==> src/lbc_pkg.sv <==
// Package for the line clipper: widths, payload structs, register codes and
// pipeline lengths. Used by every module of the block and by its checker.
package lbc_pkg;

	localparam int COORD_W  = 24;
	localparam int SIZE_W   = COORD_W - 1;
	localparam int PARAM_W  = 16;
	localparam int Q_W      = PARAM_W + 1;
	localparam int DEL_W    = COORD_W + 1;
	localparam int EDGE_W   = COORD_W + 3;
	localparam int DIV_W    = DEL_W;
	localparam int DEN_W    = DIV_W + 1;
	localparam int NUM_W    = DIV_W + Q_W + 1;
	localparam int PROD_W   = Q_W + 1 + DEL_W;
	localparam int EDGES    = 4;
	localparam int DIV_LAT  = Q_W + 1;
	localparam int PIPE_LAT = DIV_LAT + 5;

	localparam logic [Q_W-1:0] PARAM_ONE = Q_W'(1) << PARAM_W;
	localparam logic [PROD_W-1:0] ROUND_HALF = PROD_W'(1) << (PARAM_W - 1);

	typedef enum logic [1:0] {
		CFG_LEFT   = 2'd0,
		CFG_TOP    = 2'd1,
		CFG_WIDTH  = 2'd2,
		CFG_HEIGHT = 2'd3
	} cfg_idx_t;

	typedef struct packed {
		logic signed [COORD_W-1:0] start_x;
		logic signed [COORD_W-1:0] start_y;
		logic signed [COORD_W-1:0] end_x;
		logic signed [COORD_W-1:0] end_y;
	} seg_in_t;

	typedef struct packed {
		logic                      visible;
		logic signed [COORD_W-1:0] clipped_start_x;
		logic signed [COORD_W-1:0] clipped_start_y;
		logic signed [COORD_W-1:0] clipped_end_x;
		logic signed [COORD_W-1:0] clipped_end_y;
	} seg_out_t;

	typedef struct packed {
		logic [DIV_W-1:0] n;
		logic [DIV_W-1:0] d;
	} div_job_t;

	typedef struct packed {
		logic signed [COORD_W-1:0] ax;
		logic signed [COORD_W-1:0] ay;
		logic signed [DEL_W-1:0]   dx;
		logic signed [DEL_W-1:0]   dy;
		logic                      ok;
		logic [EDGES-1:0]          use_ent;
		logic [EDGES-1:0]          use_ext;
	} side_t;

endpackage

==> src/lbc_div_lane.sv <==
// One edge ratio: restoring division, one quotient bit per pipeline stage,
// giving n/d rounded to nearest in Q1.16. Depends on lbc_pkg.
module lbc_div_lane import lbc_pkg::*; (
	input  logic           clk,
	input  div_job_t       job,
	output logic [Q_W-1:0] quot
);

	logic [NUM_W-1:0] num;
	logic [DEN_W-1:0] rem_s [DIV_LAT];
	logic [Q_W-1:0]   low_s [DIV_LAT];
	logic [DEN_W-1:0] den_s [DIV_LAT];
	logic [Q_W-1:0]   quo_s [DIV_LAT];

	assign num = NUM_W'({job.n, Q_W'(0)}) + NUM_W'(job.d);

	always_ff @(posedge clk) begin
		rem_s[0] <= num[NUM_W-1:Q_W];
		low_s[0] <= num[Q_W-1:0];
		den_s[0] <= {job.d, 1'b0};
		quo_s[0] <= '0;
	end

	for (genvar k = 1; k < DIV_LAT; k++) begin : g_step
		logic [DEN_W:0] trial;
		logic           fits;
		assign trial = {rem_s[k-1], low_s[k-1][Q_W-1]};
		assign fits  = trial >= {1'b0, den_s[k-1]};
		always_ff @(posedge clk) begin
			rem_s[k] <= fits ? DEN_W'(trial - {1'b0, den_s[k-1]}) : trial[DEN_W-1:0];
			low_s[k] <= {low_s[k-1][Q_W-2:0], 1'b0};
			den_s[k] <= den_s[k-1];
			quo_s[k] <= {quo_s[k-1][Q_W-2:0], fits};
		end
	end

	assign quot = quo_s[DIV_LAT-1];

endmodule

==> config.mk <==
export PLATFORM = sky130hd
export DESIGN_NAME = lbc_div_lane
export DESIGN_NICKNAME = d
export VERILOG_FILES = /design/src/lbc_pkg.sv /design/src/lbc_div_lane.sv
export SDC_FILE = /design/constraint.sdc
export NUM_CORES = 2
export LEC_CHECK = 0
export BUFFER_PORTS_ARGS = -buffer_cell sky130_fd_sc_hd__buf_2
export CAP_MARGIN = 25
export CORE_ASPECT_RATIO = 0.8
export CORE_UTILIZATION = 45
export DETAILED_ROUTE_END_ITERATION = 10
export REMOVE_ABC_BUFFERS = 1
export SYNTH_ARGS = -nofsm -noshare
export SYNTH_HDL_FRONTEND = slang
export SYNTH_SLANG_ARGS = --single-unit
==> constraint.sdc <==
create_clock -name clk -period 7.7 [get_ports clk]
set_clock_uncertainty 0.1 [all_clocks]
set_input_delay 2.31 -clock clk [delete_from_list [all_inputs] [get_ports clk]]
set_output_delay 2.31 -clock clk [all_outputs]
set_load 0.005 [all_outputs]
==> flow_metrics.tcl <==
set metrics [dict create \
    rsz0062_at_grt "no" \
    clock_tree.root_cell "clkbuf_16" \
    cp-end-kind "register" \
    gp_congestion 0.939 \
    final_nets 5611 \
    layout.cells.non_filler 6596 \
    grtUsageTotal_pct 22.0 \
    slowest_stage "a21oi_1" \
    tritoncts "yes" \
    cts-htree-levels 3 \
    cts.repair.resized 0 \
    timing.final.crit_period_ns 4.72 \
    ys_seq_elements 1004 \
    crit_fanout 8 \
    std_cell_rows 106 \
    syn_area_sq_um 47400 \
    startpoint_type "input port" \
    antenna_found_initial 2 \
    slowest_delay_ns 0.65 \
    grt_pass1_vias 32300 \
    crit_chain "buf_2 > ha_1 > inv_1 > fa_1 > nor2b_1 > o21ai_0 > a21boi_0 > o21ai_0 > a21boi_0 > o21ai_0 > a21oi_1 > nand4_1 > xnor2_1" \
    ys_seq_area_share_pct 42.4 \
    core_sq_um 105000 \
    clk_path_buf_depth 3 \
    finalSetupViolCount 0 \
    hold_buffers 0 \
    finalCritPeriodShare_pct 61.3 \
    numCtsBuffers 100 \
    first_pass_iters 8 \
    worst_slew_pin_slew_ns 1.09 \
    hp-class "register to register" \
    synth_edf_count 0 \
    io_pins 68 \
    async_flop_share_pct 0 \
    grt_pass1_wl_um 186000 \
    grt_max_degree 46 \
    setup.worst_path.class "input port to register" \
    peakVddDrop_mv 0.220 \
    cap_violations 0 \
    clock-sinks 1004 \
    design_area_sq_um 52900 \
    area_delta_synth_final_pct 11.6 \
    num_vias 35200 \
    finalHoldViolCount 0 \
    drcViolationCount 0 \
    start_util_pct 45.4 \
    final_common_cell "dfxtp_1" \
    hpwlAfterDp_um 94000 \
    placed_area_sq_um 49300 \
    slew-limit-headroom_pct 26.2 \
    synth_flop_cell "dfxtp_1" \
    place_inst 6410 \
    syn_avg_cell_area_sq_um 9.41 \
    wl_um 119000 \
    netlist_instances 5044 \
    die_area_sq_um 107000 \
    max_freq_mhz 212 \
    via_per_inst 5.34 \
    yosysWarnings 0 \
    hold-worst-slack_ns 0.225 \
    drt_iter0_drc 2946 \
    finalSetupTns_ns 0 \
    path_clk_slew_ns 0.06 \
    powerDensity_nw_per_um2 486 \
    nFillCells 9834 \
    die_y_um 292 \
    post_cts_buffers 0 \
    yosys.cell_types.count 78 \
    overflow 0 \
    io_buffer_count 67 \
    drv_slew 0 \
    power.leakage_uw 0.0243 \
    cp.arrival_ns 5.18 \
    mostFrequentLayoutCells "1004 x dfxtp_1, 527 x inv_1, 432 x ha_1" \
    cp_common_cell "o21ai_0" \
    path_buf_inv 2 \
    wl_per_cell_um 18.0 \
    clock_latency_ns 0.73 \
    path_delay_family "compound AO/OA/AOI/OAI gates" \
    ant_nets 0 \
    status "finished, final reports clean" \
    drive_above_1_share_pct 9.48 \
    worst_ep_required_time_ns 8.17 \
    die_x_um 365 \
]
-- worst reg2reg max path: stages, from the launching register on --
cell      delay (ns)
dfxtp_1         0.35
inv_1           0.07
ha_1            0.22
fa_1            0.43
nand2b_1        0.19
a21oi_1         0.27
o32ai_1         0.21
a21bo_2         0.31
o21ai_0         0.41
o21ai_0         0.27
o21ai_4         0.32
buf_4           0.43
nor2_1          0.09
a21oi_1         0.37
-- final timing paths --
kind                                  start            to  slack, ns  cells past startpoint
worst max-delay path                job[17]  rem_s[0][24]       2.98                     13
worst max register to register  rem_s[4][0]  rem_s[5][17]       3.48                     13
worst min register to register  quo_s[1][0]   quo_s[2][1]       0.23                      0
worst min-delay path            quo_s[1][0]   quo_s[2][1]       0.23                      0
-- logic make-up after synthesis --
family / share of synthesized area (%)
xor gates and xnor gates: 6.30
AOI/OAI and AO/OA: 17.4
muxes: 5.89
and+or+nand+nor: 10.8
DFF: 42.4
adders and majority gates: 12.1
buffers and inverters: 5.16
-- Yosys cell counts (all sizes together), types with 18 or more instances --
library cell	count	share of area (%)
a211oi	40	0.63
a21o	192	3.0
a21oi	389	4.1
a31oi	39	0.53
and2	19	0.25
and3	29	0.38
buf	18	0.19
clkbuf	101	0.80
dfxtp	1004	42
ha	432	11
inv	527	4.2
mux2	227	5.4
mux2i	24	0.51
nand2	283	2.2
nand2b	57	0.75
nand3	77	0.81
nand4	80	1.1
nor2	287	2.3
nor2b	64	0.84
nor3	64	0.68
nor4	19	0.26
o211ai	18	0.28
o21a	82	1.3
o21ai	287	3.0
o21bai	42	0.66
o31a	25	0.46
o31ai	31	0.49
or3	22	0.29
xnor2	211	3.9
xor2	130	2.4
-- layout make-up --
class	count	area, sq um	share of cell area (%)
multi-input cells	3394	25000	47.2
flip-flops and latches	1004	20100	38.0
clock buffers	130	2760	5.21
inverters	527	1980	3.74
well taps	1404	1760	3.32
clock inverters	52	845	1.60
repair buffers	84	513	0.969
diodes	1	2.50	0.00473
-- per-layer routing --
| layer | global-route usage [%] | vias up | part of all wire [%] |
|---|---|---|---|
| met5 | 0 | - | 0 |
| met4 | 4.22 | 0 | 1.6 |
| met3 | 5.32 | 126 | 7.6 |
| met2 | 27.8 | 922 | 36 |
| met1 | 36.3 | 16400 | 55 |
| li1 | - | 17700 | - |
-- sequential cells by signal, summed over array words and instances, names as in the netlist --
| signal | flops |
|---|---|
| rem_s | 442 |
| den_s | 273 |
| quo_s | 153 |
| low_s | 136 |
-- report_power, final --
group / internal [uW] / switching, uW / leakage [uW] / total [uW]
combinational: 5680 / 6880 / 0.0141 / 12600
clock: 3070 / 2160 / 0.00174 / 5220
sequential: 6900 / 1050 / 0.00846 / 7950
-- through the flow --
step	worst slack [ns]	total power, uW	util (%)
6_report	2.98	25700	50.6
5_1_grt	2.62	27600	50.6
4_1_cts	3.07	25700	50.6
3_5_place_dp	2.36	20300	47.1
3_3_place_gp	2.36	20200	47.1
2_1_floorplan	3.05	17200	-
Note: power is estimated with default switching activity, not from simulation.
