===== config.mk =====
export PLATFORM = sky130hd
export DESIGN_NAME = lbc_setup
export DESIGN_NICKNAME = d
export VERILOG_FILES = /design/src/lbc_pkg.sv /design/src/lbc_setup.sv
export SDC_FILE = /design/constraint.sdc
export NUM_CORES = 1
export LEC_CHECK = 0
export BUFFER_PORTS_ARGS = -buffer_cell sky130_fd_sc_hd__clkbuf_2
export CAP_MARGIN = 20
export CELL_PAD_IN_SITES_DETAIL_PLACEMENT = 1
export CELL_PAD_IN_SITES_GLOBAL_PLACEMENT = 1
export CORE_MARGIN = 2
export CORE_UTILIZATION = 39
export CTS_CLUSTER_SIZE = 40
export DETAILED_ROUTE_END_ITERATION = 10
export PLACE_DENSITY_LB_ADDON = 0.08
export SLEW_MARGIN = 20
export SYNTH_ARGS = -nofsm -noshare
export SYNTH_HDL_FRONTEND = slang
export SYNTH_SLANG_ARGS = --single-unit

===== constraint.sdc =====
create_clock -name clk -period 5.7 [get_ports clk]
set_input_delay 0.285 -clock clk [delete_from_list [all_inputs] [get_ports clk]]
set_output_delay 0.285 -clock clk [all_outputs]
set_load 0.02 [all_outputs]

===== src/lbc_pkg.sv =====
// Package for the line clipper: widths, payload structs, register codes and
// pipeline lengths. Used by every module of the block and by its checker.
package lbc_pkg;

	localparam int COORD_W  = 24;
	localparam int SIZE_W   = COORD_W - 1;
	localparam int PARAM_W  = 16;
	localparam int Q_W      = PARAM_W + 1;
	localparam int DEL_W    = COORD_W + 1;
	localparam int EDGE_W   = COORD_W + 3;
	localparam int DIV_W    = DEL_W;
	localparam int DEN_W    = DIV_W + 1;
	localparam int NUM_W    = DIV_W + Q_W + 1;
	localparam int PROD_W   = Q_W + 1 + DEL_W;
	localparam int EDGES    = 4;
	localparam int DIV_LAT  = Q_W + 1;
	localparam int PIPE_LAT = DIV_LAT + 5;

	localparam logic [Q_W-1:0] PARAM_ONE = Q_W'(1) << PARAM_W;
	localparam logic [PROD_W-1:0] ROUND_HALF = PROD_W'(1) << (PARAM_W - 1);

	typedef enum logic [1:0] {
		CFG_LEFT   = 2'd0,
		CFG_TOP    = 2'd1,
		CFG_WIDTH  = 2'd2,
		CFG_HEIGHT = 2'd3
	} cfg_idx_t;

	typedef struct packed {
		logic signed [COORD_W-1:0] start_x;
		logic signed [COORD_W-1:0] start_y;
		logic signed [COORD_W-1:0] end_x;
		logic signed [COORD_W-1:0] end_y;
	} seg_in_t;

	typedef struct packed {
		logic                      visible;
		logic signed [COORD_W-1:0] clipped_start_x;
		logic signed [COORD_W-1:0] clipped_start_y;
		logic signed [COORD_W-1:0] clipped_end_x;
		logic signed [COORD_W-1:0] clipped_end_y;
	} seg_out_t;

	typedef struct packed {
		logic [DIV_W-1:0] n;
		logic [DIV_W-1:0] d;
	} div_job_t;

	typedef struct packed {
		logic signed [COORD_W-1:0] ax;
		logic signed [COORD_W-1:0] ay;
		logic signed [DEL_W-1:0]   dx;
		logic signed [DEL_W-1:0]   dy;
		logic                      ok;
		logic [EDGES-1:0]          use_ent;
		logic [EDGES-1:0]          use_ext;
	} side_t;

endpackage


===== src/lbc_setup.sv =====
// Front stages of the line clipper: deltas, edge distances and per-edge tests.
// Depends on lbc_pkg.
module lbc_setup import lbc_pkg::*; (
	input  logic                      clk,
	input  logic                      arst_n,
	input  logic                      in_valid,
	input  seg_in_t                   seg,
	input  logic signed [COORD_W-1:0] left,
	input  logic signed [COORD_W-1:0] top,
	input  logic [SIZE_W-1:0]         width,
	input  logic [SIZE_W-1:0]         height,
	output logic                      out_valid,
	output side_t                     side,
	output div_job_t                  job [EDGES]
);

	logic                      vld_s1;
	logic signed [COORD_W-1:0] ax_s1, ay_s1;
	logic signed [DEL_W-1:0]   dx_s1, dy_s1;
	logic signed [EDGE_W-1:0]  q_s1 [EDGES];
	logic                      vld_s2;
	side_t                     side_s2;
	div_job_t                  job_s2 [EDGES];
	side_t                     side_c;
	div_job_t                  job_c [EDGES];

	always_ff @(posedge clk or negedge arst_n) begin
		if (!arst_n) begin
			vld_s1 <= 1'b0;
			vld_s2 <= 1'b0;
		end else begin
			vld_s1 <= in_valid;
			vld_s2 <= vld_s1;
		end
	end

	always_ff @(posedge clk) begin
		ax_s1   <= seg.start_x;
		ay_s1   <= seg.start_y;
		dx_s1   <= DEL_W'(seg.end_x) - DEL_W'(seg.start_x);
		dy_s1   <= DEL_W'(seg.end_y) - DEL_W'(seg.start_y);
		q_s1[0] <= EDGE_W'(seg.start_x) - EDGE_W'(left);
		q_s1[1] <= EDGE_W'(left) + $signed({(EDGE_W - SIZE_W)'(0), width})
			- EDGE_W'(seg.start_x);
		q_s1[2] <= EDGE_W'(seg.start_y) - EDGE_W'(top);
		q_s1[3] <= EDGE_W'(top) + $signed({(EDGE_W - SIZE_W)'(0), height})
			- EDGE_W'(seg.start_y);
		side_s2 <= side_c;
		job_s2  <= job_c;
	end

	always_comb begin
		logic signed [EDGE_W-1:0] p;
		logic signed [EDGE_W-1:0] n;
		logic signed [EDGE_W-1:0] d;
		side_c.ax      = ax_s1;
		side_c.ay      = ay_s1;
		side_c.dx      = dx_s1;
		side_c.dy      = dy_s1;
		side_c.ok      = 1'b1;
		side_c.use_ent = '0;
		side_c.use_ext = '0;
		for (int i = 0; i < EDGES; i++) begin
			case (i)
				0:       p = -EDGE_W'(dx_s1);
				1:       p = EDGE_W'(dx_s1);
				2:       p = -EDGE_W'(dy_s1);
				default: p = EDGE_W'(dy_s1);
			endcase
			if (p < 0) begin
				n = -q_s1[i];
				d = -p;
			end else begin
				n = q_s1[i];
				d = p;
			end
			if (p == 0) begin
				if (q_s1[i] < 0)
					side_c.ok = 1'b0;
			end else if (p < 0) begin
				if (n > d)
					side_c.ok = 1'b0;
				else if (n > 0)
					side_c.use_ent[i] = 1'b1;
			end else begin
				if (n < 0)
					side_c.ok = 1'b0;
				else if (n < d)
					side_c.use_ext[i] = 1'b1;
			end
			job_c[i].n = n[DIV_W-1:0];
			job_c[i].d = d[DIV_W-1:0];
		end
	end

	assign out_valid = vld_s2;
	assign side      = side_s2;
	assign job       = job_s2;

endmodule


==> impl_table.tex, run 1 <==
\begin{tabular}{lr}
\hline
Metric & Value \\
\hline
\multicolumn{2}{l}{\textbf{STA}} \\
\quad Final Max Tran Viols & 0 \\
\quad Maximum clock frequency & 185.6 MHz \\
\quad Minimum period implied by the final worst setup slack & 5.387 ns \\
\quad RSZ-0062 raised after global routing & false \\
\quad Count of endpoints failing setup in the final report & 0 \\
\quad Final-report hold violation count & 0 \\
\quad Actual transition at the worst max-transition pin & 1.117 ns \\
\quad Slew HR & 24.90\% \\
\quad Final worst path period share & 94.51\% \\
\quad Clk\_skew & 0.02533 ns \\
\quad Worst Slack Setup Final & 0.3128 ns \\
\quad Setup Total Neg Slack & 0 ns \\
\multicolumn{2}{l}{\textbf{Detailed routing}} \\
\quad Total number of vias & 23762 \\
\quad DR pass1 iterations & 5 \\
\quad DRC violation total after the first TritonRoute iteration & 996 \\
\quad Average detailed-routed wire length per instance & 21.35 um \\
\quad DRC violation count after routing & 0 \\
\quad Routed WL & 99.17 mm \\
\quad Remaining antenna violation count after routing & 0 \\
\quad Vias per cell & 5.116 \\
\multicolumn{2}{l}{\textbf{Worst setup path}} \\
\quad Number of cells on the critical path & 19 \\
\quad Worst setup EP type & flip-flop \\
\quad Crit path buffers/inverters & 2 \\
\quad Crit start category & flip-flop \\
\quad CP max FO & 13 \\
\quad Cell count of the worst reg-to-reg path & 19 \\
\quad Required time of the critical path & 6.20 ns \\
\quad Critical path cell sequence & or2\_2 -> nor4\_2 -> nand3\_1 -> buf\_4 -> nor3\_1 -> ha\_1 -> o31a\_1 -> xnor2\_1 -> inv\_1 -> ha\_1 -> a21o\_1 -> a21o\_1 -> a21o\_1 -> a211oi\_1 -> o21ai\_0 -> a221o\_1 -> xnor2\_1 -> nand2\_1 -> o211a\_1 \\
\quad Worst path slowest cell & nor4\_2 \\
\quad Delay of the slowest cell on the worst path & 0.55 ns \\
\quad Cell family with the largest share of critical-path delay & compound AO/OA/AOI/OAI gates \\
\quad Type of the setup path with the least slack & flip-flop to flip-flop \\
\quad Data arrival, critical path & 5.89 ns \\
\quad Most numerous cell on the critical path & a21o\_1 \\
\multicolumn{2}{l}{\textbf{Global route}} \\
\quad Largest net degree at the start of global routing & 63 \\
\quad Number of antenna violations at the first check in global routing & 2 \\
\quad Number of global-route vias before repair & 25617 \\
\quad Wire length of the first global-routing pass & 148.3 mm \\
\quad GRT overflow & 0 \\
\quad Total Routing Usage GR & 26.98\% \\
\multicolumn{2}{l}{\textbf{Pwr}} \\
\quad Peak ir drop on the vdd network & 0.2646 mV \\
\quad Static Leak & 16.29 nW \\
\quad Power density cells & 465.4 nW/um\^{}2 \\
\multicolumn{2}{l}{\textbf{CTS}} \\
\quad Number of clock buffers inserted by TritonCTS & 56 \\
\quad Sinks on Clock Net & 505 \\
\quad CTS Root Buffer Type & clkbuf\_16 \\
\quad Clock H-tree levels & 2 \\
\quad Clock tree from TritonCTS & built \\
\quad Worst-case clock buffer depth & 3 \\
\quad Post-CTS setup buffers & 0 \\
\quad Clock Pin Slew Worst Setup and Hold Paths & 0.06 ns \\
\quad Clock Latency Late Sink & 0.63 ns \\
\multicolumn{2}{l}{\textbf{Yosys}} \\
\quad Count of cell types in the netlist & 77 \\
\quad Share of flip-flops with an asynchronous set or reset & 0.3960\% \\
\quad Average cell area after synthesis & 8.975 sq um \\
\quad Yosys warning total & 0 \\
\quad Part of the Yosys area used for sequential elements & 37.01\% \\
\quad Post-Syn Area & 27350 sq um \\
\quad Main flop type after synthesis & dfxtp\_1 \\
\quad Register bit total from synthesis & 505 \\
\quad EDFF count, synth & 0 \\
\quad Number of instances in the synthesized netlist & 3047 \\
\quad Total nets after synthesis & 3560 \\
\multicolumn{2}{l}{\textbf{Floorplan}} \\
\quad Die Y & 268.8 um \\
\quad Number of core rows & 97 \\
\quad Die W & 268.8 um \\
\quad Initial standard-cell utilization of the core & 39.19\% \\
\quad Core outline area & 69790 sq um \\
\quad Total I/O pin count & 501 \\
\quad Area enclosed by the die boundary & 72250 sq um \\
\multicolumn{2}{l}{\textbf{Placed design}} \\
\quad Cell Area, Placed & 31330 sq um \\
\quad Routability cong. & 0.9230 \\
\quad Setup WS pre-CTS & 0.2509 ns \\
\quad Number of buffers added on ports & 500 \\
\quad DP HPWL & 82.61 mm \\
\multicolumn{2}{l}{\textbf{Cells and area}} \\
\quad Number of filler cells placed in the layout & 8250 \\
\quad Seq. cell area & 10120 sq um \\
\quad Fraction of layout instances using a drive strength above 1 & 19.29\% \\
\quad Final layout net count & 4172 \\
\quad Multi-input combinational cell area & 15520 sq um \\
\quad Final design instance area without fill & 33840 sq um \\
\quad Area Growth Syn to Fin & 23.75\% \\
\multicolumn{2}{l}{\textbf{Status}} \\
\quad Run status & complete, no violations \\
\multicolumn{2}{l}{\textbf{Flow run}} \\
\quad Max capacitance violation total & 0 \\
\multicolumn{2}{l}{\textbf{Worst hold path}} \\
\quad Hold-critical path depth & 4 \\
\quad Worst min-delay path class & input port to flip-flop \\
\hline
\end{tabular}
[tightest hold or removal path, stage by stage]
cell and delay (ns):
clkbuf_2 0.08, inv_1 0.06, ha_1 0.14, inv_1 0.04
[synth_stat cells, types with 45 or more instances]
cell type,n,area (sq um)
a21oi_1,162,810.8
fa_1,50,1001
dfxtp_1,503,10070
nor2b_1,45,281.5
inv_1,383,1438
xnor2_1,216,1892
ha_1,270,3378
nor2_1,217,814.5
xor2_1,133,1165
clkbuf_1,64,240.2
o21ai_0,134,670.6
nand3_1,53,265.3
nand2_1,146,548.0
a21o_1,86,645.6
nor3_1,89,445.4
[cell usage in the layout, fill, tap and decap left out, types with 88 or more instances in the layout]
cell type / Yosys / layout
a21oi_1: 162 / 162
clkbuf_2: 1 / 500
dfxtp_1: 503 / 501
ha_1: 270 / 270
inv_1: 383 / 383
nand2_1: 146 / 146
nor2_1: 217 / 217
nor3_1: 89 / 88
o21ai_0: 134 / 134
xnor2_1: 216 / 216
xor2_1: 133 / 133
[kinds of logic (layout without fill, tap and decap cells)]
| family | after synthesis | count (layout) | synth area share, % |
|---|---|---|---|
| simple gates | 805 | 805 | 14.94 |
| compound gates | 598 | 598 | 14.12 |
| flops | 505 | 505 | 37.01 |
| buf+inv | 461 | 1116 | 6.396 |
| xor+xnor | 349 | 349 | 11.18 |
| fa+ha+maj | 320 | 320 | 16.01 |
| mux | 9 | 9 | 0.3523 |
| other cells | 0 | 3 | 0 |
[worst paths after layout]
kind	from	to	slack, ns
worst max-delay path	dy_s1[3]	side[8]	0.31
worst min-delay path	seg[24]	dx_s1[0]	0.04
worst max register to register	dy_s1[3]	side[8]	0.31
worst min register to register	ax_s1[3]	side[86]	0.31
max in group asynchronous	arst_n	out_valid	5.01
min in group asynchronous	arst_n	vld_s1	0.56
[repair_timing]
item	in CTS	in global routing
endpoints found under the hold margin	56	0
gates resized for setup	0	3
hold buffers	55	0
endpoints found under the setup margin	0	1
[metrics by stage]
stage | utilization (%) | hold WS (ns) | std cells | power, mW
after global routing | 48.48 | 0.05583 | 4643 | 16.72
final | 48.49 | 0.04288 | 4645 | 15.75
after CTS | 48.45 | 0.01617 | 4642 | 15.89
after floorplan | - | -0.01059 | 3047 | 9.286
after global placement | 44.89 | 0.07082 | 4486 | 11.78
after detailed placement | 44.89 | 0.07236 | 4486 | 11.97
[registers in the layout (all words and copies together), names as in the netlist]
| name | count |
|---|---|
| ay_s1 | 24 |
| ax_s1 | 24 |
| side | 105 |
| job | 198 |
| dx_s1 | 25 |
| out_valid | 1 |
| dy_s1 | 25 |
| vld_s1 | 1 |
| q_s1 | 102 |
[where the power goes]
| part | internal, mW | switching [mW] |
|---|---|---|
| clock network | 2.28 | 1.55 |
| registers | 4.58 | 0.761 |
| logic | 2.46 | 4.12 |
| total | 9.31 | 6.44 |
[layout make-up]
| type | count | share of cell area [%] |
|---|---|---|
| inverters | 383 | 4.248 |
| multi-input cells | 2081 | 45.86 |
| diodes | 3 | 0.02218 |
| clock inverters | 27 | 1.020 |
| clock buffers | 74 | 4.699 |
| flip-flops and latches | 505 | 29.91 |
| well taps | 940 | 3.476 |
| repair buffers | 632 | 10.77 |
[layer usage]
layer | wire length, um | track usage, %
met5 | 0 | 0
met4 | 3324 | 8.979
met3 | 3594 | 3.233
met2 | 51120 | 50.32
met1 | 41130 | 31.82
Power figures use the tool's default switching activity.
==> inputs of run 2 (changes only) <==
--- a/config.mk
+++ b/config.mk
@@ -10,10 +10,12 @@
 export CELL_PAD_IN_SITES_DETAIL_PLACEMENT = 1
 export CELL_PAD_IN_SITES_GLOBAL_PLACEMENT = 1
 export CORE_MARGIN = 2
-export CORE_UTILIZATION = 39
+export CORE_UTILIZATION = 40
+export CTS_BUF_LIST = sky130_fd_sc_hd__clkbuf_8
 export CTS_CLUSTER_SIZE = 40
 export DETAILED_ROUTE_END_ITERATION = 10
 export PLACE_DENSITY_LB_ADDON = 0.08
+export REMOVE_ABC_BUFFERS = 1
 export SLEW_MARGIN = 20
 export SYNTH_ARGS = -nofsm -noshare
 export SYNTH_HDL_FRONTEND = slang
==> constraint.sdc (replaced) <==
create_clock -name clk -period 5.7 [get_ports clk]
set_input_delay 0.285 -clock clk [delete_from_list [all_inputs] [get_ports clk]]
set_output_delay 0.285 -clock clk [all_outputs]
set_load 0.005 [all_outputs]
==> run 2 against run 1 <==
  * Highest routed layer is now met5
  * Global-route usage up 1.6 points
  * Sequential power up 2%
  * Register-to-register slack about the same
  * Fmax up 0.24%
  * Power down 5.3%
  * Design area up 0.91%
==> impl_table.tex, run 2 (synthesized netlist as in run 1, its figures left out) <==
\begin{tabular}{lr}
\hline
Metric & Value \\
\hline
\multicolumn{2}{l}{\textbf{STA}} \\
\quad Worst Hold Margin & 0.04370 ns (+0.0008270 ns) \\
\quad Count of endpoints failing setup in the final report & 0 (unchanged) \\
\quad Maximum clock frequency & 186.1 MHz (+0.24\%) \\
\quad Final worst path period share & 94.28\% (-0.23 points) \\
\quad RSZ-0062 raised after global routing & false \\
\quad Minimum period implied by the final worst setup slack & 5.374 ns (-0.01300 ns) \\
\quad Slew HR & 35.10\% (+10 points) \\
\quad Actual transition at the worst max-transition pin & 0.9633 ns (-0.1537 ns) \\
\quad Final Max Tran Viols & 0 (unchanged) \\
\quad Worst Slack Setup Final & 0.3258 ns (+0.01300 ns) \\
\quad Setup Total Neg Slack & 0 ns (unchanged) \\
\quad Final-report hold violation count & 0 (unchanged) \\
\quad Clk\_skew & 0.03794 ns (+0.01261 ns) \\
\multicolumn{2}{l}{\textbf{Global route}} \\
\quad Number of antenna violations at the first check in global routing & 6 (+4) \\
\quad GRT overflow & 0 (unchanged) \\
\quad Number of global-route vias before repair & 25571 (-0.18\%) \\
\quad Largest net degree at the start of global routing & 40 (-37\%) \\
\quad Total Routing Usage GR & 28.61\% (+1.6 points) \\
\quad Wire length of the first global-routing pass & 153.3 mm (+3.4\%) \\
\multicolumn{2}{l}{\textbf{Floorplan}} \\
\quad Die Y & 265.5 um (-1.2\%) \\
\quad Area enclosed by the die boundary & 70470 sq um (-2.5\%) \\
\quad Die W & 265.5 um (-1.2\%) \\
\quad Number of core rows & 95 (-2.1\%) \\
\quad Initial standard-cell utilization of the core & 40.58\% (+1.4 points) \\
\quad Total I/O pin count & 501 (unchanged) \\
\quad Core outline area & 67400 sq um (-3.4\%) \\
\multicolumn{2}{l}{\textbf{Pwr}} \\
\quad Switching fraction of total power & 38.98\% (-1.9 points) \\
\quad Combinational power share & 38.6\% (-3.2 points) \\
\quad Static Leak & 16.56 nW (+1.7\%) \\
\quad Sequential group share of total power & 36.5\% (+2.6 points) \\
\quad Switching power total & 5.814 mW (-9.7\%) \\
\quad Power share of the clock group & 24.9\% (+0.6 points) \\
\quad Power density cells & 436.8 nW/um\^{}2 (-6.1\%) \\
\quad Internal Dissipation & 9.101 mW (-2.3\%) \\
\quad Peak ir drop on the vdd network & 0.2969 mV (+12\%) \\
\multicolumn{2}{l}{\textbf{CTS}} \\
\quad CTS Root Buffer Type & clkbuf\_8 \\
\quad Clock Pin Slew Worst Setup and Hold Paths & 0.06 ns (about the same) \\
\quad Number of clock buffers inserted by TritonCTS & 92 (+64\%) \\
\quad Clock tree from TritonCTS & built \\
\quad Worst-case clock buffer depth & 3 (unchanged) \\
\quad Sinks on Clock Net & 505 (unchanged) \\
\quad Clock Latency Late Sink & 0.70 ns (+0.07 ns) \\
\quad Clock H-tree levels & 3 (+1) \\
\multicolumn{2}{l}{\textbf{Worst setup path}} \\
\quad Worst path slowest cell & or4\_1 \\
\quad CP max FO & 19 (+6) \\
\quad Required time of the critical path & 6.34 ns (+0.14 ns) \\
\quad Crit start category & flip-flop \\
\quad Cell family with the largest share of critical-path delay & simple AND/OR/NAND/NOR gates \\
\quad Type of the setup path with the least slack & flip-flop to flip-flop \\
\quad Data arrival, critical path & 6.01 ns (+0.12 ns) \\
\quad Critical path cell sequence & or3\_1 -> or3\_1 -> or4\_1 -> or3\_1 -> nor2\_1 -> ha\_2 -> buf\_6 -> buf\_4 -> a21oi\_1 -> xor2\_1 -> inv\_1 -> ha\_1 -> a21o\_1 -> a21o\_1 -> a21o\_1 -> a221oi\_1 -> o21ai\_0 -> mux2i\_1 -> a31oi\_1 -> a32oi\_1 -> o211a\_1 \\
\quad Delay of the slowest cell on the worst path & 0.51 ns (-0.04 ns) \\
\quad Crit path buffers/inverters & 3 (+1) \\
\quad Worst setup EP type & flip-flop \\
\multicolumn{2}{l}{\textbf{Placed design}} \\
\quad Setup WS pre-CTS & 0.07691 ns (-0.1740 ns) \\
\quad DP HPWL & 84.55 mm (+2.3\%) \\
\quad Number of buffers added on ports & 500 (unchanged) \\
\quad Instance count after placement with tap cells included & 4413 (-1.6\%) \\
\quad Routability cong. & 0.9614 (+4.2\%) \\
\multicolumn{2}{l}{\textbf{Worst hold path}} \\
\quad Worst min-delay path class & input port to flip-flop \\
\multicolumn{2}{l}{\textbf{Cells and area}} \\
\quad Most common cell after layout, fill and taps aside & dfxtp\_1 \\
\quad Post-layout utilization of the core & 50.67\% (+2.2 points) \\
\quad Seq. cell area & 10120 sq um (unchanged) \\
\quad Non-filler cells in the finished layout & 4672 (+0.58\%) \\
\quad Area Growth Syn to Fin & 24.87\% \\
\quad Multi-input combinational cell area & 15540 sq um (+0.16\%) \\
\quad Number of filler cells placed in the layout & 7991 (-3.1\%) \\
\quad Final layout net count & 4241 (+1.7\%) \\
\quad Largest register FFs & 198 (unchanged) \\
\quad Fraction of layout instances using a drive strength above 1 & 20.20\% (+0.91 points) \\
\quad Commonest non-fill, non-tap cells in the layout & dfxtp\_1, clkbuf\_2, inv\_1 \\
\multicolumn{2}{l}{\textbf{Status}} \\
\quad Run status & complete, no violations \\
\multicolumn{2}{l}{\textbf{Detailed routing}} \\
\quad DRC violation count after routing & 0 (unchanged) \\
\quad Average detailed-routed wire length per instance & 22.04 um (+3.2\%) \\
\quad Total number of vias & 24439 (+2.8\%) \\
\quad Routed WL & 103.0 mm (+3.8\%) \\
\quad DRC violation total after the first TritonRoute iteration & 1310 (+32\%) \\
\quad Remaining antenna violation count after routing & 0 (unchanged) \\
\quad DR pass1 iterations & 5 (unchanged) \\
\quad Vias per cell & 5.231 (+2.3\%) \\
\multicolumn{2}{l}{\textbf{Flow run}} \\
\quad Max capacitance violation total & 0 (unchanged) \\
\hline
\end{tabular}
==> run 2: cell count changes in the layout (fill, tap and decap cells not counted), moves of 4 or more <==
cell / delta
buf_4: -4
clkbuf_1: -7
clkbuf_16: -57
clkbuf_8: +107
clkinv_2: +7
dlygate4sd3_1: +36
inv_1: +16
==> run 2: worst min-delay path, delay by kind of cell <==
family | cells | cell delay [ns]
adders and majority gates | 1 | 0.16
xor gates and xnor gates | 1 | 0.08
buffers and inverters | 2 | 0.17
==> run 2: per-stage QoR <==
stage | area [sq um] | power, mW
detailed placement | 31170 | 11.14
global placement | 31170 | 10.96
floorplan | 27030 | 8.449
global route | 34150 | 15.87
CTS | 34060 | 14.99
finish | 34150 | 14.92
==> run 2: metal layers <==
metal  up-vias  GRT usage (%)  share of wire, %
li1      11748              -                 -
met1     11844          37.62                45
met4         4          12.35               4.0
met5         -              0             0.026
met2       660          45.49                45
met3       183          5.814               5.7
==> run 2: power by group through the flow <==
stage                     Combinational, mW  Clock, mW  Sequential [mW]
after floorplan                        3.19          0             5.26
after global placement                 5.47          0             5.49
after detailed placement               5.63          0             5.51
after CTS                              5.73       3.81             5.44
after global routing                   6.38       3.97             5.52
final                                  5.76       3.72             5.44
==> run 2: path summary, 6_finish.rpt <==
| kind | slack (ns) | endpoint | from | depth (start not counted) |
|---|---|---|---|---|
| hold reg to reg | 0.30 | side[77] | ay_s1[18] | 0 |
| setup reg to reg | 0.33 | side[8] | dx_s1[14] | 21 |
| max in group asynchronous | 5.13 | vld_s1 | arst_n | 3 |
| min in group asynchronous | 0.45 | out_valid | arst_n | 3 |
| hold / removal | 0.04 | q_s1[0][22] | left[22] | 4 |
| setup / recovery | 0.33 | side[8] | dx_s1[14] | 21 |
==> run 2: area by class of cell <==
class                           count  area share (%)
Timing Repair Buffer              665           11.64
Sequential cell                   505           29.64
Antenna cell                        2         0.01466
Multi-Input combinational cell   2081           45.52
Tap cell                          873           3.199
Clock buffer                      117           4.716
Clock inverter                     46           1.055
Inverter                          383           4.210
==> run 2: what timing repair did <==
action	4_1_cts	5_1_grt
hold buffers	91	0
gates resized for setup	0	12
hold endpoints to repair	94	0
buffers inserted	0	3
setup endpoints to repair	0	5
==> inputs of run 3 (changes only) <==
--- a/config.mk
+++ b/config.mk
@@ -5,12 +5,13 @@
 export SDC_FILE = /design/constraint.sdc
 export NUM_CORES = 1
 export LEC_CHECK = 0
+export ABC_AREA = 1
 export BUFFER_PORTS_ARGS = -buffer_cell sky130_fd_sc_hd__clkbuf_2
 export CAP_MARGIN = 20
 export CELL_PAD_IN_SITES_DETAIL_PLACEMENT = 1
 export CELL_PAD_IN_SITES_GLOBAL_PLACEMENT = 1
 export CORE_MARGIN = 2
-export CORE_UTILIZATION = 40
+export CORE_UTILIZATION = 38
 export CTS_BUF_LIST = sky130_fd_sc_hd__clkbuf_8
 export CTS_CLUSTER_SIZE = 40
 export DETAILED_ROUTE_END_ITERATION = 10
==> run 3 against run 2 <==
  * Combinational power grew 14%
  * First-iteration DRC count grew 18%
  * Clock power is essentially flat
  * Area after synthesis grew 9.2%
  * Setup slack gained 0.46 ns
  * Sequential share of layout area shrank 1.6 points
  * Global-route usage grew 0.91 points
  * Final cell count grew 25%
  * Synthesized cell count grew 36%
  * Critical path type unchanged
  * Critical endpoint unchanged
==> impl_table.tex, run 3 <==
\begin{tabular}{lr}
\hline
Metric & Value \\
\hline
\multicolumn{2}{l}{\textbf{Status}} \\
\quad Run status & complete, no violations \\
\multicolumn{2}{l}{\textbf{Detailed routing}} \\
\quad Remaining antenna violation count after routing & 0 (unchanged) \\
\quad DRC violation count after routing & 0 (unchanged) \\
\quad DRC violation total after the first TritonRoute iteration & 1550 (+18\%) \\
\quad Routed WL & 120.5 mm (+17\%) \\
\quad Total number of vias & 29194 (+19\%) \\
\quad Average detailed-routed wire length per instance & 20.56 um (-6.7\%) \\
\quad Vias per cell & 4.983 (-4.7\%) \\
\quad DR pass1 iterations & 6 (+1) \\
\multicolumn{2}{l}{\textbf{Floorplan}} \\
\quad Area enclosed by the die boundary & 80810 sq um (+15\%) \\
\quad Initial standard-cell utilization of the core & 38.47\% (-2.1 points) \\
\quad Die Y & 284.3 um (+7.1\%) \\
\quad Number of core rows & 102 (+7.4\%) \\
\quad Die W & 284.3 um (+7.1\%) \\
\quad Total I/O pin count & 501 (unchanged) \\
\quad Core outline area & 77590 sq um (+15\%) \\
\multicolumn{2}{l}{\textbf{Pwr}} \\
\quad Combinational power share & 41.8\% (+3.2 points) \\
\quad Total power of the final layout & 15.72 mW (+5.4\%) \\
\quad Internal Dissipation & 8.968 mW (-1.5\%) \\
\quad Switching power total & 6.751 mW (+16\%) \\
\quad Switching fraction of total power & 42.95\% (+4.0 points) \\
\quad Static Leak & 19.21 nW (+16\%) \\
\quad Sequential group share of total power & 34.5\% (-2.0 points) \\
\quad Peak ir drop on the vdd network & 0.1946 mV (-34\%) \\
\quad Power density cells & 434.9 nW/um\^{}2 (-0.45\%) \\
\quad Power share of the clock group & 23.6\% (-1.3 points) \\
\multicolumn{2}{l}{\textbf{STA}} \\
\quad Clk\_skew & 0.04539 ns (+0.007449 ns) \\
\quad Slew HR & 37.67\% (+2.6 points) \\
\quad Maximum clock frequency & 203.6 MHz (+9.4\%) \\
\quad Final worst path period share & 86.16\% (-8.1 points) \\
\quad RSZ-0062 raised after global routing & false \\
\quad Minimum period implied by the final worst setup slack & 4.911 ns (-0.4630 ns) \\
\quad Final Max Tran Viols & 0 (unchanged) \\
\quad Final-report hold violation count & 0 (unchanged) \\
\quad Count of endpoints failing setup in the final report & 0 (unchanged) \\
\quad Setup Total Neg Slack & 0 ns (unchanged) \\
\quad Worst Slack Setup Final & 0.7888 ns (+0.4630 ns) \\
\quad Actual transition at the worst max-transition pin & 0.9340 ns (-0.02929 ns) \\
\multicolumn{2}{l}{\textbf{Global route}} \\
\quad Total Routing Usage GR & 29.52\% (+0.91 points) \\
\quad GRT overflow & 0 (unchanged) \\
\quad Number of global-route vias before repair & 30045 (+17\%) \\
\quad Number of antenna violations at the first check in global routing & 13 (+7) \\
\quad Wire length of the first global-routing pass & 182.5 mm (+19\%) \\
\quad Largest net degree at the start of global routing & 59 (+48\%) \\
\multicolumn{2}{l}{\textbf{Worst setup path}} \\
\quad Worst setup EP type & flip-flop \\
\quad Required time of the critical path & 6.32 ns (-0.02 ns) \\
\quad Type of the setup path with the least slack & flip-flop to flip-flop \\
\quad CP max FO & 56 (+37) \\
\quad Data arrival, critical path & 5.54 ns (-0.47 ns) \\
\quad Crit start category & flip-flop \\
\multicolumn{2}{l}{\textbf{Placed design}} \\
\quad Setup WS pre-CTS & 0.7455 ns (+0.6686 ns) \\
\quad DP HPWL & 101.6 mm (+20\%) \\
\quad Cell Area, Placed & 33570 sq um (+7.7\%) \\
\quad Number of buffers added on ports & 500 (unchanged) \\
\quad Instance count after placement with tap cells included & 5638 (+28\%) \\
\quad Routability cong. & 0.9407 (-2.2\%) \\
\multicolumn{2}{l}{\textbf{CTS}} \\
\quad Clock Latency Late Sink & 0.74 ns (+0.04 ns) \\
\quad CTS Root Buffer Type & clkbuf\_8 \\
\quad Clock H-tree levels & 3 (unchanged) \\
\quad Worst-case clock buffer depth & 3 (unchanged) \\
\quad Clock tree from TritonCTS & built \\
\quad CTS resizes & 0 (unchanged) \\
\quad Sinks on Clock Net & 505 (unchanged) \\
\quad Clock Pin Slew Worst Setup and Hold Paths & 0.06 ns (about the same) \\
\quad Number of clock buffers inserted by TritonCTS & 89 (-3.3\%) \\
\multicolumn{2}{l}{\textbf{Yosys}} \\
\quad Register bit total from synthesis & 505 (unchanged) \\
\quad Number of instances in the synthesized netlist & 4131 (+36\%) \\
\quad Share of flip-flops with an asynchronous set or reset & 0.3960\% (unchanged) \\
\quad Yosys warning total & 0 (unchanged) \\
\quad Synth area leaders & dfxtp\_1, nand2\_1, ha\_1 \\
\quad Commonest cells in the netlist & nand2\_1, inv\_1, dfxtp\_1 \\
\quad Main flop type after synthesis & dfxtp\_1 \\
\quad Most used standard cell by instance count after synthesis & nand2\_1 \\
\quad Post-Syn Area & 29850 sq um (+9.2\%) \\
\quad Cell taking the most area after synthesis & dfxtp\_1 \\
\quad Average cell area after synthesis & 7.226 sq um (-19\%) \\
\quad EDFF count, synth & 0 (unchanged) \\
\quad Part of the Yosys area used for sequential elements & 33.90\% (-3.1 points) \\
\quad Top cell type's share of synthesized area & 33.73\% (-3.1 points) \\
\quad Count of cell types in the netlist & 54 (-30\%) \\
\multicolumn{2}{l}{\textbf{Cells and area}} \\
\quad Number of filler cells placed in the layout & 10059 (+26\%) \\
\quad Commonest non-fill, non-tap cells in the layout & nand2\_1, inv\_1, dfxtp\_1 \\
\quad Fraction of layout instances using a drive strength above 1 & 14.98\% (-5.2 points) \\
\quad Final layout net count & 5264 (+24\%) \\
\quad Non-filler cells in the finished layout & 5859 (+25\%) \\
\quad Final design instance area without fill & 36150 sq um (+5.9\%) \\
\quad Area Growth Syn to Fin & 21.09\% \\
\quad Largest register FFs & 198 (unchanged) \\
\quad Most common cell after layout, fill and taps aside & nand2\_1 \\
\multicolumn{2}{l}{\textbf{Worst hold path}} \\
\quad Worst min-delay path class & input port to flip-flop \\
\multicolumn{2}{l}{\textbf{Flow run}} \\
\quad Max capacitance violation total & 0 (unchanged) \\
\hline
\end{tabular}
-- run 3: changes by cell type after synthesis, moves of 31 or more --
cell and change:
a21o_1 -59, a21oi_1 +39, clkbuf_1 -34, inv_1 +347
nand2_1 +841, nand2b_1 -40, nand3_1 +180, nand4_1 +32
nor2_1 +183, nor2b_1 -45, nor3_1 -51, o21ai_0 +31
or3_1 -35, xnor2_1 -160
-- run 3: power by group through the flow --
| stage | Combinational [mW] | Sequential [mW] | Clock (mW) |
|---|---|---|---|
| 6_report | 6.58 | 5.43 | 3.72 |
| 5_1_grt | 7.39 | 5.51 | 3.97 |
| 4_1_cts | 6.56 | 5.42 | 3.80 |
| 3_5_place_dp | 6.48 | 5.49 | 0 |
| 3_3_place_gp | 6.36 | 5.48 | 0 |
| 2_1_floorplan | 3.77 | 5.21 | 0 |
-- run 3: stage by stage --
step	utilization [%]	hold WS (ns)
final	46.58	0.06849
after global routing	46.57	0.05033
after CTS	46.56	0.006333
after detailed placement	43.26	0.07668
after global placement	43.26	0.07161
after floorplan	-	-0.01059
-- run 3: worst paths after layout --
| path | from | end | slack, ns | cells past startpoint |
|---|---|---|---|---|
| max | dy_s1[0] | side[8] | 0.79 | 23 |
| min | seg[20] | dy_s1[20] | 0.07 | 3 |
| max in group asynchronous | arst_n | vld_s1 | 5.16 | 3 |
| max reg2reg | dy_s1[0] | side[8] | 0.79 | 23 |
| min in group asynchronous | arst_n | out_valid | 0.41 | 3 |
| min reg2reg | ay_s1[13] | side[72] | 0.32 | 0 |
-- run 3: cell type report --
| class | instances | area [sq um] | share of cell area, % |
|---|---|---|---|
| clock inverters | 45 | 465.4 | 1.288 |
| repair buffers | 572 | 3223 | 8.917 |
| multi-input cells | 2849 | 16790 | 46.45 |
| diodes | 7 | 17.52 | 0.04846 |
| well taps | 1040 | 1301 | 3.600 |
| inverters | 734 | 2755 | 7.622 |
| flip-flops and latches | 505 | 10120 | 28.00 |
| clock buffers | 107 | 1473 | 4.074 |
-- run 3: critical path: stages (launching register included) --
cell and delay, ns:
dfxtp_1 0.40, inv_1 0.15, ha_1 0.31, nand4_2 0.21
nor2_4 0.18, nand2_1 0.10, nor3_1 0.19, nand4_1 0.14
nor3_1 0.17, ha_1 0.36, inv_2 0.22, buf_12 0.24
nor2_1 0.32, a21oi_1 0.11, ha_1 0.37, nand2_1 0.09
nor2_1 0.14, nand3_1 0.11, nor4_1 0.34, nand2_1 0.14
nand3_1 0.12, nand3_1 0.11, a21oi_1 0.22, nor2_1 0.07
-- run 3: logic make-up (layout without fill, tap and decap cells) --
kind of cell	after synthesis	after routing	synth area share, %
xor+xnor	206	206	6.233
flops	505	505	33.90
compound gates	483	483	8.991
other cells	0	7	0
buf+inv	777	1458	9.854
simple gates	1840	1840	26.35
fa+ha+maj	320	320	14.67
-- run 3: timing repair --
action                    in CTS  in global routing
setup buffers                  0                  0
hold buffers                  62                  0
hold endpoints to repair      63                  0
-- run 3: per-layer routing --
layer,GRT usage [%],routed length [um],vias up
li1,-,-,14307
met1,42.32,58350,13902
met2,45.87,52090,796
met3,4.286,6556,189
met4,8.434,3484,0
met5,0,0,-
